--- src/hdl/b64e_pkg.sv ---
package b64e_pkg;

  // Default number of closed groups that can wait between front and back.
  localparam int B64E_QUEUE_DEPTH = 2;

  localparam logic [7:0] PAD_CHAR = 8'h3D;
  localparam logic [1:0] LAST_CHAR_IDX = 2'd3;

  // One closed group of up to three bytes, most significant byte first.
  typedef struct packed {
    logic [23:0] bits;
    logic [1:0]  nbytes;
    logic        last;
  } group_t;

  // Custom alphabet: digits, then lower case, then upper case, then '+' and '/'.
  function automatic logic [7:0] b64e_char(input logic [5:0] sx);
    logic [7:0] ch;
    ch = 8'h2F;
    case (sx) inside
      [6'd0:6'd9]:   ch = 8'h30 + {2'b00, sx};
      [6'd10:6'd35]: ch = 8'h61 + {2'b00, sx} - 8'd10;
      [6'd36:6'd61]: ch = 8'h41 + {2'b00, sx} - 8'd36;
      6'd62:         ch = 8'h2B;
      default:       ch = 8'h2F;
    endcase
    return ch;
  endfunction

endpackage

--- src/hdl/b64e_front.sv ---
module b64e_front (
  input  logic            clk,
  input  logic            rst_n,
  input  logic            in_valid,
  output logic            in_stall,
  input  logic [7:0]      in_data_byte,
  input  logic            in_last_byte,
  input  logic            q_full,
  output logic            q_push,
  output b64e_pkg::group_t q_data
);
  import b64e_pkg::*;

  logic [15:0] pend_r, pend_nxt;
  logic [1:0]  cnt_r, cnt_nxt;
  logic        accept;
  logic        closes;

  // Hold off new bytes while no queue slot is free.
  assign in_stall = q_full;
  assign accept   = in_valid && !q_full;
  assign closes   = cnt_r[1] || in_last_byte;

  // Build the group that this byte closes; a count of three acts like two.
  always_comb begin
    q_push = accept && closes;
    q_data.last = in_last_byte;
    if (cnt_r[1]) begin
      q_data.bits   = {pend_r, in_data_byte};
      q_data.nbytes = 2'd3;
    end else if (cnt_r[0]) begin
      q_data.bits   = {pend_r[7:0], in_data_byte, 8'h00};
      q_data.nbytes = 2'd2;
    end else begin
      q_data.bits   = {in_data_byte, 16'h0000};
      q_data.nbytes = 2'd1;
    end
    pend_nxt = pend_r;
    cnt_nxt  = cnt_r;
    if (accept) begin
      if (closes) begin
        pend_nxt = 16'h0000;
        cnt_nxt  = 2'd0;
      end else begin
        pend_nxt = {pend_r[7:0], in_data_byte};
        cnt_nxt  = cnt_r + 2'd1;
      end
    end
  end

  // Pending byte store.
  always_ff @(posedge clk) begin
    if (!rst_n) begin
      pend_r <= 16'h0000;
      cnt_r  <= 2'd0;
    end else begin
      pend_r <= pend_nxt;
      cnt_r  <= cnt_nxt;
    end
  end

endmodule

--- src/hdl/b64e_queue.sv ---
module b64e_queue #(
  parameter int QUEUE_DEPTH = b64e_pkg::B64E_QUEUE_DEPTH
) (
  input  logic             clk,
  input  logic             rst_n,
  input  logic             push,
  input  b64e_pkg::group_t push_data,
  output logic             full,
  input  logic             pop,
  output b64e_pkg::group_t pop_data,
  output logic             empty
);
  import b64e_pkg::*;

  localparam int PtrW = (QUEUE_DEPTH > 1) ? $clog2(QUEUE_DEPTH) : 1;
  localparam int CntW = $clog2(QUEUE_DEPTH + 1);
  localparam logic [PtrW-1:0] LastPtr = PtrW'(QUEUE_DEPTH - 1);
  localparam logic [CntW-1:0] FullCnt = CntW'(QUEUE_DEPTH);

  group_t          slot_r [QUEUE_DEPTH];
  logic [PtrW-1:0] wr_ptr_r, wr_ptr_nxt;
  logic [PtrW-1:0] rd_ptr_r, rd_ptr_nxt;
  logic [CntW-1:0] cnt_r, cnt_nxt;
  logic            do_push;
  logic            do_pop;

  assign full     = (cnt_r == FullCnt);
  assign empty    = (cnt_r == '0);
  assign do_push  = push && !full;
  assign do_pop   = pop && !empty;
  assign pop_data = slot_r[rd_ptr_r];

  // Pointer and occupancy update.
  always_comb begin
    wr_ptr_nxt = wr_ptr_r;
    rd_ptr_nxt = rd_ptr_r;
    cnt_nxt    = cnt_r;
    if (do_push) begin
      wr_ptr_nxt = (wr_ptr_r == LastPtr) ? '0 : wr_ptr_r + 1'b1;
    end
    if (do_pop) begin
      rd_ptr_nxt = (rd_ptr_r == LastPtr) ? '0 : rd_ptr_r + 1'b1;
    end
    if (do_push && !do_pop) begin
      cnt_nxt = cnt_r + 1'b1;
    end else if (do_pop && !do_push) begin
      cnt_nxt = cnt_r - 1'b1;
    end
  end

  always_ff @(posedge clk) begin
    if (!rst_n) begin
      wr_ptr_r <= '0;
      rd_ptr_r <= '0;
      cnt_r    <= '0;
    end else begin
      wr_ptr_r <= wr_ptr_nxt;
      rd_ptr_r <= rd_ptr_nxt;
      cnt_r    <= cnt_nxt;
    end
  end

  // Group storage needs no reset.
  always_ff @(posedge clk) begin
    if (do_push) begin
      slot_r[wr_ptr_r] <= push_data;
    end
  end

endmodule

--- src/hdl/b64e_back.sv ---
module b64e_back (
  input  logic             clk,
  input  logic             rst_n,
  input  logic             q_empty,
  input  b64e_pkg::group_t q_data,
  output logic             q_pop,
  output logic             out_valid,
  input  logic             out_stall,
  output logic [7:0]       out_code_char,
  output logic             out_group_end,
  output logic             out_message_end
);
  import b64e_pkg::*;

  group_t     grp_r, grp_nxt;
  logic       busy_r, busy_nxt;
  logic [1:0] idx_r, idx_nxt;
  logic       oval_r, oval_nxt;
  logic [7:0] ochar_r, ochar_nxt;
  logic       ogend_r, ogend_nxt;
  logic       omend_r, omend_nxt;
  logic       slot_free;
  logic       emit;
  logic [5:0] sx;
  logic       is_pad;

  assign slot_free = !oval_r || !out_stall;
  assign emit      = busy_r && slot_free;

  // Pick the sextet for the current character, most significant first.
  always_comb begin
    case (idx_r)
      2'd0:    sx = grp_r.bits[23:18];
      2'd1:    sx = grp_r.bits[17:12];
      2'd2:    sx = grp_r.bits[11:6];
      default: sx = grp_r.bits[5:0];
    endcase
    is_pad = ((idx_r == 2'd2) && (grp_r.nbytes < 2'd2)) ||
             ((idx_r == LAST_CHAR_IDX) && (grp_r.nbytes < 2'd3));
  end

  // Character sequencing and output register loading.
  always_comb begin
    grp_nxt   = grp_r;
    busy_nxt  = busy_r;
    idx_nxt   = idx_r;
    oval_nxt  = oval_r && out_stall;
    ochar_nxt = ochar_r;
    ogend_nxt = ogend_r;
    omend_nxt = omend_r;
    if (emit) begin
      oval_nxt  = 1'b1;
      ochar_nxt = is_pad ? PAD_CHAR : b64e_char(sx);
      ogend_nxt = (idx_r == LAST_CHAR_IDX);
      omend_nxt = (idx_r == LAST_CHAR_IDX) && grp_r.last;
      idx_nxt   = idx_r + 2'd1;
      if (idx_r == LAST_CHAR_IDX) begin
        busy_nxt = 1'b0;
      end
    end
    q_pop = !q_empty && (!busy_r || (emit && (idx_r == LAST_CHAR_IDX)));
    if (q_pop) begin
      grp_nxt  = q_data;
      busy_nxt = 1'b1;
      idx_nxt  = 2'd0;
    end
  end

  always_ff @(posedge clk) begin
    if (!rst_n) begin
      busy_r <= 1'b0;
      idx_r  <= 2'd0;
      oval_r <= 1'b0;
    end else begin
      busy_r <= busy_nxt;
      idx_r  <= idx_nxt;
      oval_r <= oval_nxt;
    end
  end

  // Payload registers.
  always_ff @(posedge clk) begin
    grp_r   <= grp_nxt;
    ochar_r <= ochar_nxt;
    ogend_r <= ogend_nxt;
    omend_r <= omend_nxt;
  end

  assign out_valid       = oval_r;
  assign out_code_char   = ochar_r;
  assign out_group_end   = ogend_r;
  assign out_message_end = omend_r;

endmodule

--- src/hdl/base64_encoder_custom_alphabet_top.sv ---
// Streaming base64 encoder, custom alphabet (0-9, a-z, A-Z, '+', '/').
// Input channel: one byte per beat on in_data_byte, with in_last_byte set
// on the final byte of a message. A beat moves when in_valid is high and
// in_stall is low. Output channel: one character per beat on out_code_char,
// with out_group_end on the fourth character of each group and
// out_message_end on the fourth character of the message's last group.
// Every third byte, or a last byte, closes a group that yields exactly four
// characters; short final groups are padded with '='.
// A closing group is written into the queue, then into the back end's
// group register, and each character into the output register. The back
// end emits one character per cycle unless idle or stalled, so the single
// character output port sets throughput. Bytes that do not close a group
// are taken every cycle while a queue slot is free.
// A queue of QUEUE_DEPTH closed groups sits between the byte side and the
// character side; in_stall rises only when that queue is full.
// When the receiver stalls, the output beat holds and the queue fills.
// Synchronous reset clears pending bytes, the queue and the output valid.
module base64_encoder_custom_alphabet_top #(
  parameter int QUEUE_DEPTH = b64e_pkg::B64E_QUEUE_DEPTH
) (
  input  logic       clk,
  input  logic       rst_n,
  input  logic       in_valid,
  output logic       in_stall,
  input  logic [7:0] in_data_byte,
  input  logic       in_last_byte,
  output logic       out_valid,
  input  logic       out_stall,
  output logic [7:0] out_code_char,
  output logic       out_group_end,
  output logic       out_message_end
);
  import b64e_pkg::*;

  group_t push_data;
  group_t pop_data;
  logic   push;
  logic   pop;
  logic   full;
  logic   empty;

  // Byte collection and group closing.
  b64e_front u_front (
    .clk          (clk),
    .rst_n        (rst_n),
    .in_valid     (in_valid),
    .in_stall     (in_stall),
    .in_data_byte (in_data_byte),
    .in_last_byte (in_last_byte),
    .q_full       (full),
    .q_push       (push),
    .q_data       (push_data)
  );

  // Closed groups waiting for the character side.
  b64e_queue #(
    .QUEUE_DEPTH (QUEUE_DEPTH)
  ) u_queue (
    .clk       (clk),
    .rst_n     (rst_n),
    .push      (push),
    .push_data (push_data),
    .full      (full),
    .pop       (pop),
    .pop_data  (pop_data),
    .empty     (empty)
  );

  // Character emission.
  b64e_back u_back (
    .clk             (clk),
    .rst_n           (rst_n),
    .q_empty         (empty),
    .q_data          (pop_data),
    .q_pop           (pop),
    .out_valid       (out_valid),
    .out_stall       (out_stall),
    .out_code_char   (out_code_char),
    .out_group_end   (out_group_end),
    .out_message_end (out_message_end)
  );

endmodule

--- config.mk ---
export PLATFORM = sky130hd
export DESIGN_NAME = base64_encoder_custom_alphabet_top
export DESIGN_NICKNAME = d
export VERILOG_FILES = /design/src/hdl/b64e_pkg.sv /design/src/hdl/b64e_front.sv /design/src/hdl/b64e_queue.sv /design/src/hdl/b64e_back.sv /design/src/hdl/base64_encoder_custom_alphabet_top.sv
export SDC_FILE = /design/constraint.sdc
export NUM_CORES = 1
export LEC_CHECK = 0
export BUFFER_PORTS_ARGS = -buffer_cell sky130_fd_sc_hd__buf_2
export CAP_MARGIN = 5
export CELL_PAD_IN_SITES_DETAIL_PLACEMENT = 1
export CELL_PAD_IN_SITES_GLOBAL_PLACEMENT = 1
export CORE_MARGIN = 3
export CORE_UTILIZATION = 40
export DETAILED_ROUTE_END_ITERATION = 10
export PLACE_DENSITY = 0.65
export SETUP_SLACK_MARGIN = 0.2
export SLEW_MARGIN = 20
export SYNTH_ARGS = -nofsm -noshare
export SYNTH_HDL_FRONTEND = slang
export SYNTH_SLANG_ARGS = --single-unit
--- constraint.sdc ---
create_clock -name clk -period 4.4 [get_ports clk]
set_input_delay 0.44 -clock clk [delete_from_list [all_inputs] [get_ports clk]]
set_output_delay 0.44 -clock clk [all_outputs]
set_load 0.1 [all_outputs]
### After elaboration in Yosys (flattened, before gate mapping)

Memory sizes are Yosys's and may differ from the RTL's. A register that Yosys moved wholly into a read port is not among the register bits.
Cells that the tools add are included.

* register bits after elaboration: 36
* RAM bits: 54
* output and inout port bits: 12
* memories: 1

Memories
* u_queue.slot_r: depth 2, width 27, rd ports 1, clocked after memory_dff 1, wr ports 1, RTL line b64e_queue.sv:20 `group_t slot_r [QUEUE_DEPTH];`

* $add $sub $neg: 11
* magnitude comparators: 8
* eq/ne operators: 5
* muxes and demuxes: 19
* bitwise logic cells: 1
* reductions and logical operators: 34

Operators by type and width (count)
* $mux W26: 2
* $mux W8: 3
* $pmux W6 S3: 1
* $add A7 B6 Y8 const A: 2
* $logic_and A1 B1 Y1: 16
* $mux W16: 1
* $le A6 B6 Y1 const B: 2
* $mux W1: 8
* $sub A8 B4 Y8 const B: 1
* $sub A8 B6 Y8 const B: 1
* $add A6 B6 Y7 const A: 1
* $logic_not A1 Y1: 7
* $add A2 B1 Y2 const B: 3
* $eq A2 B2 Y1 const B: 3
* $eq A6 B6 Y1 const B: 1
* $ge A6 B1 Y1 const B: 1
* $ge A6 B4 Y1 const B: 1
* $ge A6 B6 Y1 const B: 1
* $le A6 B4 Y1 const B: 1
* $mux W2: 3
* $reduce_bool A2 Y1: 3
* $logic_not A2 Y1: 2
* $logic_or A1 B1 Y1: 4
* $lt A2 B2 Y1 const B: 2
* 7 further kinds: 8

### Depth between registers and ports, before layout

* depth in word-level cells: 10
* gate-level depth with buffers: 13
* gate-level depth less buffers: 12

### Cells and area by module

Synthesis repeated with hierarchy kept, for this count alone.

* cell total of the unflattened synthesis: 380
* area, all modules: 5261.3 um^2

Modules (own cells, without submodules)
* b64e_queue: times used 1, cells each 109, area each 2179.6 um^2, seq. area each 1721.7 um^2
* b64e_back: times used 1, cells each 173, area each 2120.8 um^2, seq. area each 1191.1 um^2
* b64e_front: times used 1, cells each 98, area each 960.9 um^2, seq. area each 360.3 um^2

### Worst setup path before layout

OpenSTA, ideal clock, no wires.

* path kind: register -> register
* start point: reg u_queue.cnt_r[0]
* end point: mem u_queue.slot_r[0][0] in the netlist's numbering (enable)
* arrival: 2726 ps
* required time: 3953 ps
* path slack: 1227 ps
* stages on the path, launching flop included: 5
* period minus slack after synthesis: 3173 ps
* cells stage by stage: dfxtp_1 > nand2b_1 > nand2_1 > clkbuf_1 > nor3_1

* longest elaborated chain between the ends: 7

Ends and longest elaborated chain
* start, declared: RTL line b64e_queue.sv:23 `logic [CntW-1:0] cnt_r, cnt_nxt;`
* start signal, assigned: RTL line b64e_queue.sv:59 `cnt_r <= cnt_nxt;`
* $eq A2 B2 Y1 (*): RTL line b64e_queue.sv:27 `assign full = (cnt_r == FullCnt);`
* $logic_not A1 Y1 (*): RTL line b64e_front.sv:21, b64e_queue.sv:29
* $logic_and A1 B1 Y1: RTL line b64e_front.sv:21 `assign accept = in_valid && !q_full;`
* $logic_and A1 B1 Y1: RTL line b64e_front.sv:26 `q_push = accept && closes;`
* $logic_and A1 B1 Y1 (*): RTL line b64e_queue.sv:29 `assign do_push = push && !full;`
* $mux W1 (*): RTL line b64e_queue.sv:65 `if (do_push) begin`
* $mux W1 (implied by the code) (*): RTL line b64e_queue.sv:66 `slot_r[wr_ptr_r] <= push_data;`
* end, declared: RTL line b64e_queue.sv:20

Mark *: on every way between the ends. The rest lies on a longest branch, timed or not.

### Final worst setup path

* start point: reg u_back.idx_r[0]
* end point: reg u_back.ochar_r[5], in the netlist u_back.out_code_char[5] (data pin)

* longest elaborated chain between the ends: 7

Ends and longest elaborated chain
* start, declared: RTL line b64e_back.sv:17 `logic [1:0] idx_r, idx_nxt;`
* start signal, assigned: RTL line b64e_back.sv:76 `idx_r <= idx_nxt;`
* $eq A2 B2 Y1 (tied with other cells): RTL line b64e_back.sv:32, b64e_back.sv:38
* $pmux W6 S3: RTL line b64e_back.sv:32 `case (idx_r)`
* $add A7 B6 Y8 (tied with other cells): RTL line b64e_pkg.sv:23 `[6'd36:6'd61]: ch = 8'h41 + {2'b00, sx} - 8'd36;`
* $sub A8 B6 Y8 or $logic_and A1 B1 Y1 (tied branches): RTL line b64e_pkg.sv:23, b64e_back.sv:53
* $mux W8 (3 in series): RTL line b64e_pkg.sv:20 `case (sx) inside`
* end signal, assigned: RTL line b64e_back.sv:84 `ochar_r <= ochar_nxt;`
* end, declared: RTL line b64e_back.sv:19 `logic [7:0] ochar_r, ochar_nxt;`

Parallel ways exist; a longest one is shown, timed or not.
A chain may end at the register's enable or synchronous reset.

==> out/summary.log <==
INFO  timing         worst-slew-pin-transition=1.066ns
INFO  placed_design  place.port_buffers=24
INFO  die            io-pin-count=25
INFO  layout         filler_cell_count=1347
INFO  worst_hold_path worst_hold_path_cells=1
INFO  run_status     outcome=finished clean
INFO  die            dieWidth=120.2um
INFO  job            drv_cap=0
INFO  clock_network  clk_transition_reported_paths=0.06ns
INFO  global_route   grt-ovfl-total=0
INFO  worst_setup_path critical_path.endpoint_type=flop
INFO  timing         fin_crit=3.257ns
INFO  routing        dr.pass1.iters=4
INFO  routing        antenna_violating_nets_remaining=0
INFO  clock_network  cts-root-buf=clkbuf_16
INFO  synthesis      synth_top_cell_area_share=52.41%
INFO  synthesis      syn_area_per_cell=12.56um^2
INFO  timing         final-max-slew-violation-count=0
INFO  die            fp.dieH=120.2um
INFO  placed_design  hpwlAfterDp=7489um
INFO  synthesis      yosys_warnings=0
INFO  synthesis      syn-cell-area=0.005214mm^2
INFO  die            start_util=41.15%
INFO  synthesis      ys_seq_area_share=62.40%
INFO  clock_network  h_tree_depth=4
INFO  clock_network  cts_setup_buffers=0
INFO  timing         worst_hold_slack=0.2638ns
INFO  power_and_ir_drop total_power=4714uW
INFO  timing         finalHoldViolations=0
INFO  synthesis      syn_nets=442
INFO  clock_network  cts_hold_buf=0
INFO  routing        drt_iter0_drc=207
INFO  worst_hold_path holdCritPathClass=in2reg
INFO  worst_setup_path startpoint_type=flop
INFO  worst_setup_path r2r_cells=11
INFO  clock_network  worstSkewPairLatency=0.41ns
INFO  synthesis      synth_top_flop_cell=edfxtp_1
INFO  synthesis      ys_types=50
INFO  synthesis      synthTopCellsByArea=edfxtp_1, dfxtp_1, mux2_2
INFO  global_route   grt_util_all_layers=16.89%
INFO  clock_network  tritoncts_clock_tree=built
INFO  layout         antenna-diode-count=0
INFO  routing        route.vias.total=3288
INFO  timing         timing.setup.tns=0ns
INFO  die            die-area=0.01444mm^2
INFO  clock_network  cts_made_buffers=17
INFO  clock_network  cts-resized-gates=0
INFO  timing         fmaxAchievable=307.0MHz
INFO  die            num_rows=41
INFO  global_route   grt_pass1_vias=3550
INFO  worst_setup_path cp_data_required_time=4.54ns
INFO  worst_setup_path critPathKind=reg2reg
INFO  routing        avgViaCountPerCell=5.219
INFO  synthesis      postSynth.asyncResetShare=0%
INFO  power_and_ir_drop leakagePower=0.002183uW
INFO  placed_design  placement.setup.worst_slack=1.147ns
INFO  layout         layout-drive-gt1-share=19.65%
INFO  synthesis      synthesis.instances=415
INFO  synthesis      cell_type_contributing_the_most_total_cell_area_after_synthesis=edfxtp_1
INFO  routing        avgRoutedWirePerCell=17.91um
INFO  worst_setup_path worst-endpoint-arrival=3.40ns
INFO  timing         setup_violations=0
INFO  synthesis      synth-seq-cells=117
INFO  power_and_ir_drop ir_drop=321.0uV
INFO  placed_design  routability_cong=0.8215
INFO  clock_network  cts_num_sinks=117
INFO  routing        drt_drc=0
INFO  synthesis      post_synth_edffs=91
INFO  timing         timing.slew.headroom=28.86%
INFO  worst_setup_path worstPathMaxFanout=14
INFO  power_and_ir_drop power_density=774.6mW/mm^2
INFO  global_route   first_pass_grt_wire_length=18660um
INFO  routing        routed_wirelength=11280um
INFO  timing         rsz0062_at_grt=no
INFO  die            fp.coreArea=0.01267mm^2
INFO  global_route   antenna_found_initial=0
INFO  timing         period_share=74.03%
INFO  layout         area_growth_syn_to_layout=16.73%
INFO  timing         fin_skew=0.01125ns
INFO  timing         final_critical_path_setup_slack=1.143ns
INFO  layout         fin_nets=472
INFO  layout         final_core_util=48.03%
INFO  global_route   grt_max_degree=38
INFO  clock_network  clock_path_buffers=2
registers in the layout, indices dropped and copies added, names as in the netlist:
register	count
u_back.idx_r	2
u_queue.rd_ptr_r	1
u_queue.wr_ptr_r	1
u_back.out_message_end	1
u_back.busy_r	1
u_back.grp_r	27
u_queue.slot_r	54
u_back.out_valid	1
u_queue.cnt_r	2
u_back.out_code_char	8
u_back.out_group_end	1
u_front.cnt_r	2
u_front.pend_r	16
logic make-up after synthesis:
family	Yosys count	share of synthesized area, %
compound gates	91	12.17
mux	36	7.559
xor+xnor	4	0.6721
simple gates	117	11.11
buf+inv	36	2.736
fa+ha+maj	14	3.360
flops	117	62.40
cell usage in the layout (no fill, tap or decap), types with 4 or more instances in the layout:
cell type	count
nor2_1	19
a22o_1	11
mux2_2	27
buf_4	5
clkinv_1	7
a21o_1	4
o21ai_0	11
clkbuf_16	17
and2_1	14
a21oi_1	18
nand3_1	18
a22oi_1	4
nand2_1	39
ha_1	14
edfxtp_1	91
buf_2	24
clkinv_2	4
nor3_1	4
dfxtp_1	26
a21boi_0	18
mux2i_1	9
nor2b_1	7
inv_1	18
per-layer routing:
metal	GRT usage, %	vias up	share of wire, %
li1	-	1599	-
met2	27.99	52	50
met4	6.586	0	1.2
met3	4.256	10	3.0
met1	21.31	1627	46
met5	0	-	0
cell usage after synthesis, types with 4 or more instances:
cell type  number
and2_1         14
a22oi_1         4
nor3_1          5
a22o_1         11
mux2_2         27
a21boi_0       18
nand3_1        18
nor2b_1         7
nor2_1         19
a21o_1          4
edfxtp_1       91
a21oi_1        18
ha_1           14
clkbuf_1       17
o21ai_0        11
dfxtp_1        26
mux2i_1         9
inv_1          18
nand2_1        39
power by group:
part	total (uW)	internal [uW]	switching, uW
Sequential	1610	1510	99.3
Combinational	1780	541	1240
Clock	1330	869	459
critical path, cell delays in order (launching register included):
cell,delay [ns]
dfxtp_1,0.39
ha_1,0.46
inv_1,0.22
a21oi_1,0.38
ha_1,0.27
inv_1,0.08
a211oi_1,0.31
nor2_1,0.13
and3_1,0.28
a21o_1,0.21
a21oi_1,0.14
a31oi_1,0.11
path summary, 6_finish.rpt:
path                            slack, ns         startpoint                 endpoint
worst max-delay path                 1.14    u_back.idx_r[0]  u_back.out_code_char[5]
worst min-delay path                 0.26       in_last_byte     u_queue.slot_r[1][0]
worst max register to register       1.14    u_back.idx_r[0]  u_back.out_code_char[5]
worst min register to register       0.46  u_front.pend_r[9]        u_front.pend_r[9]
through the flow:
stage          instance area, um^2  cells
3_3_place_gp                  5517    598
4_1_cts                       6086    630
6_report                      6086    630
3_5_place_dp                  5517    598
2_1_floorplan                 5214    415
5_1_grt                       6086    630
final cells by class:
| cell class | count | area, um^2 | area share [%] |
|---|---|---|---|
| flip-flops and latches | 117 | 3253 | 53.45 |
| clock inverters | 15 | 143.9 | 2.364 |
| clock buffers | 17 | 425.4 | 6.990 |
| well taps | 172 | 215.2 | 3.536 |
| inverters | 18 | 67.56 | 1.110 |
| repair buffers | 29 | 157.7 | 2.590 |
| multi-input cells | 262 | 1823 | 29.95 |
No activity file was read; power rests on OpenSTA's default activity.
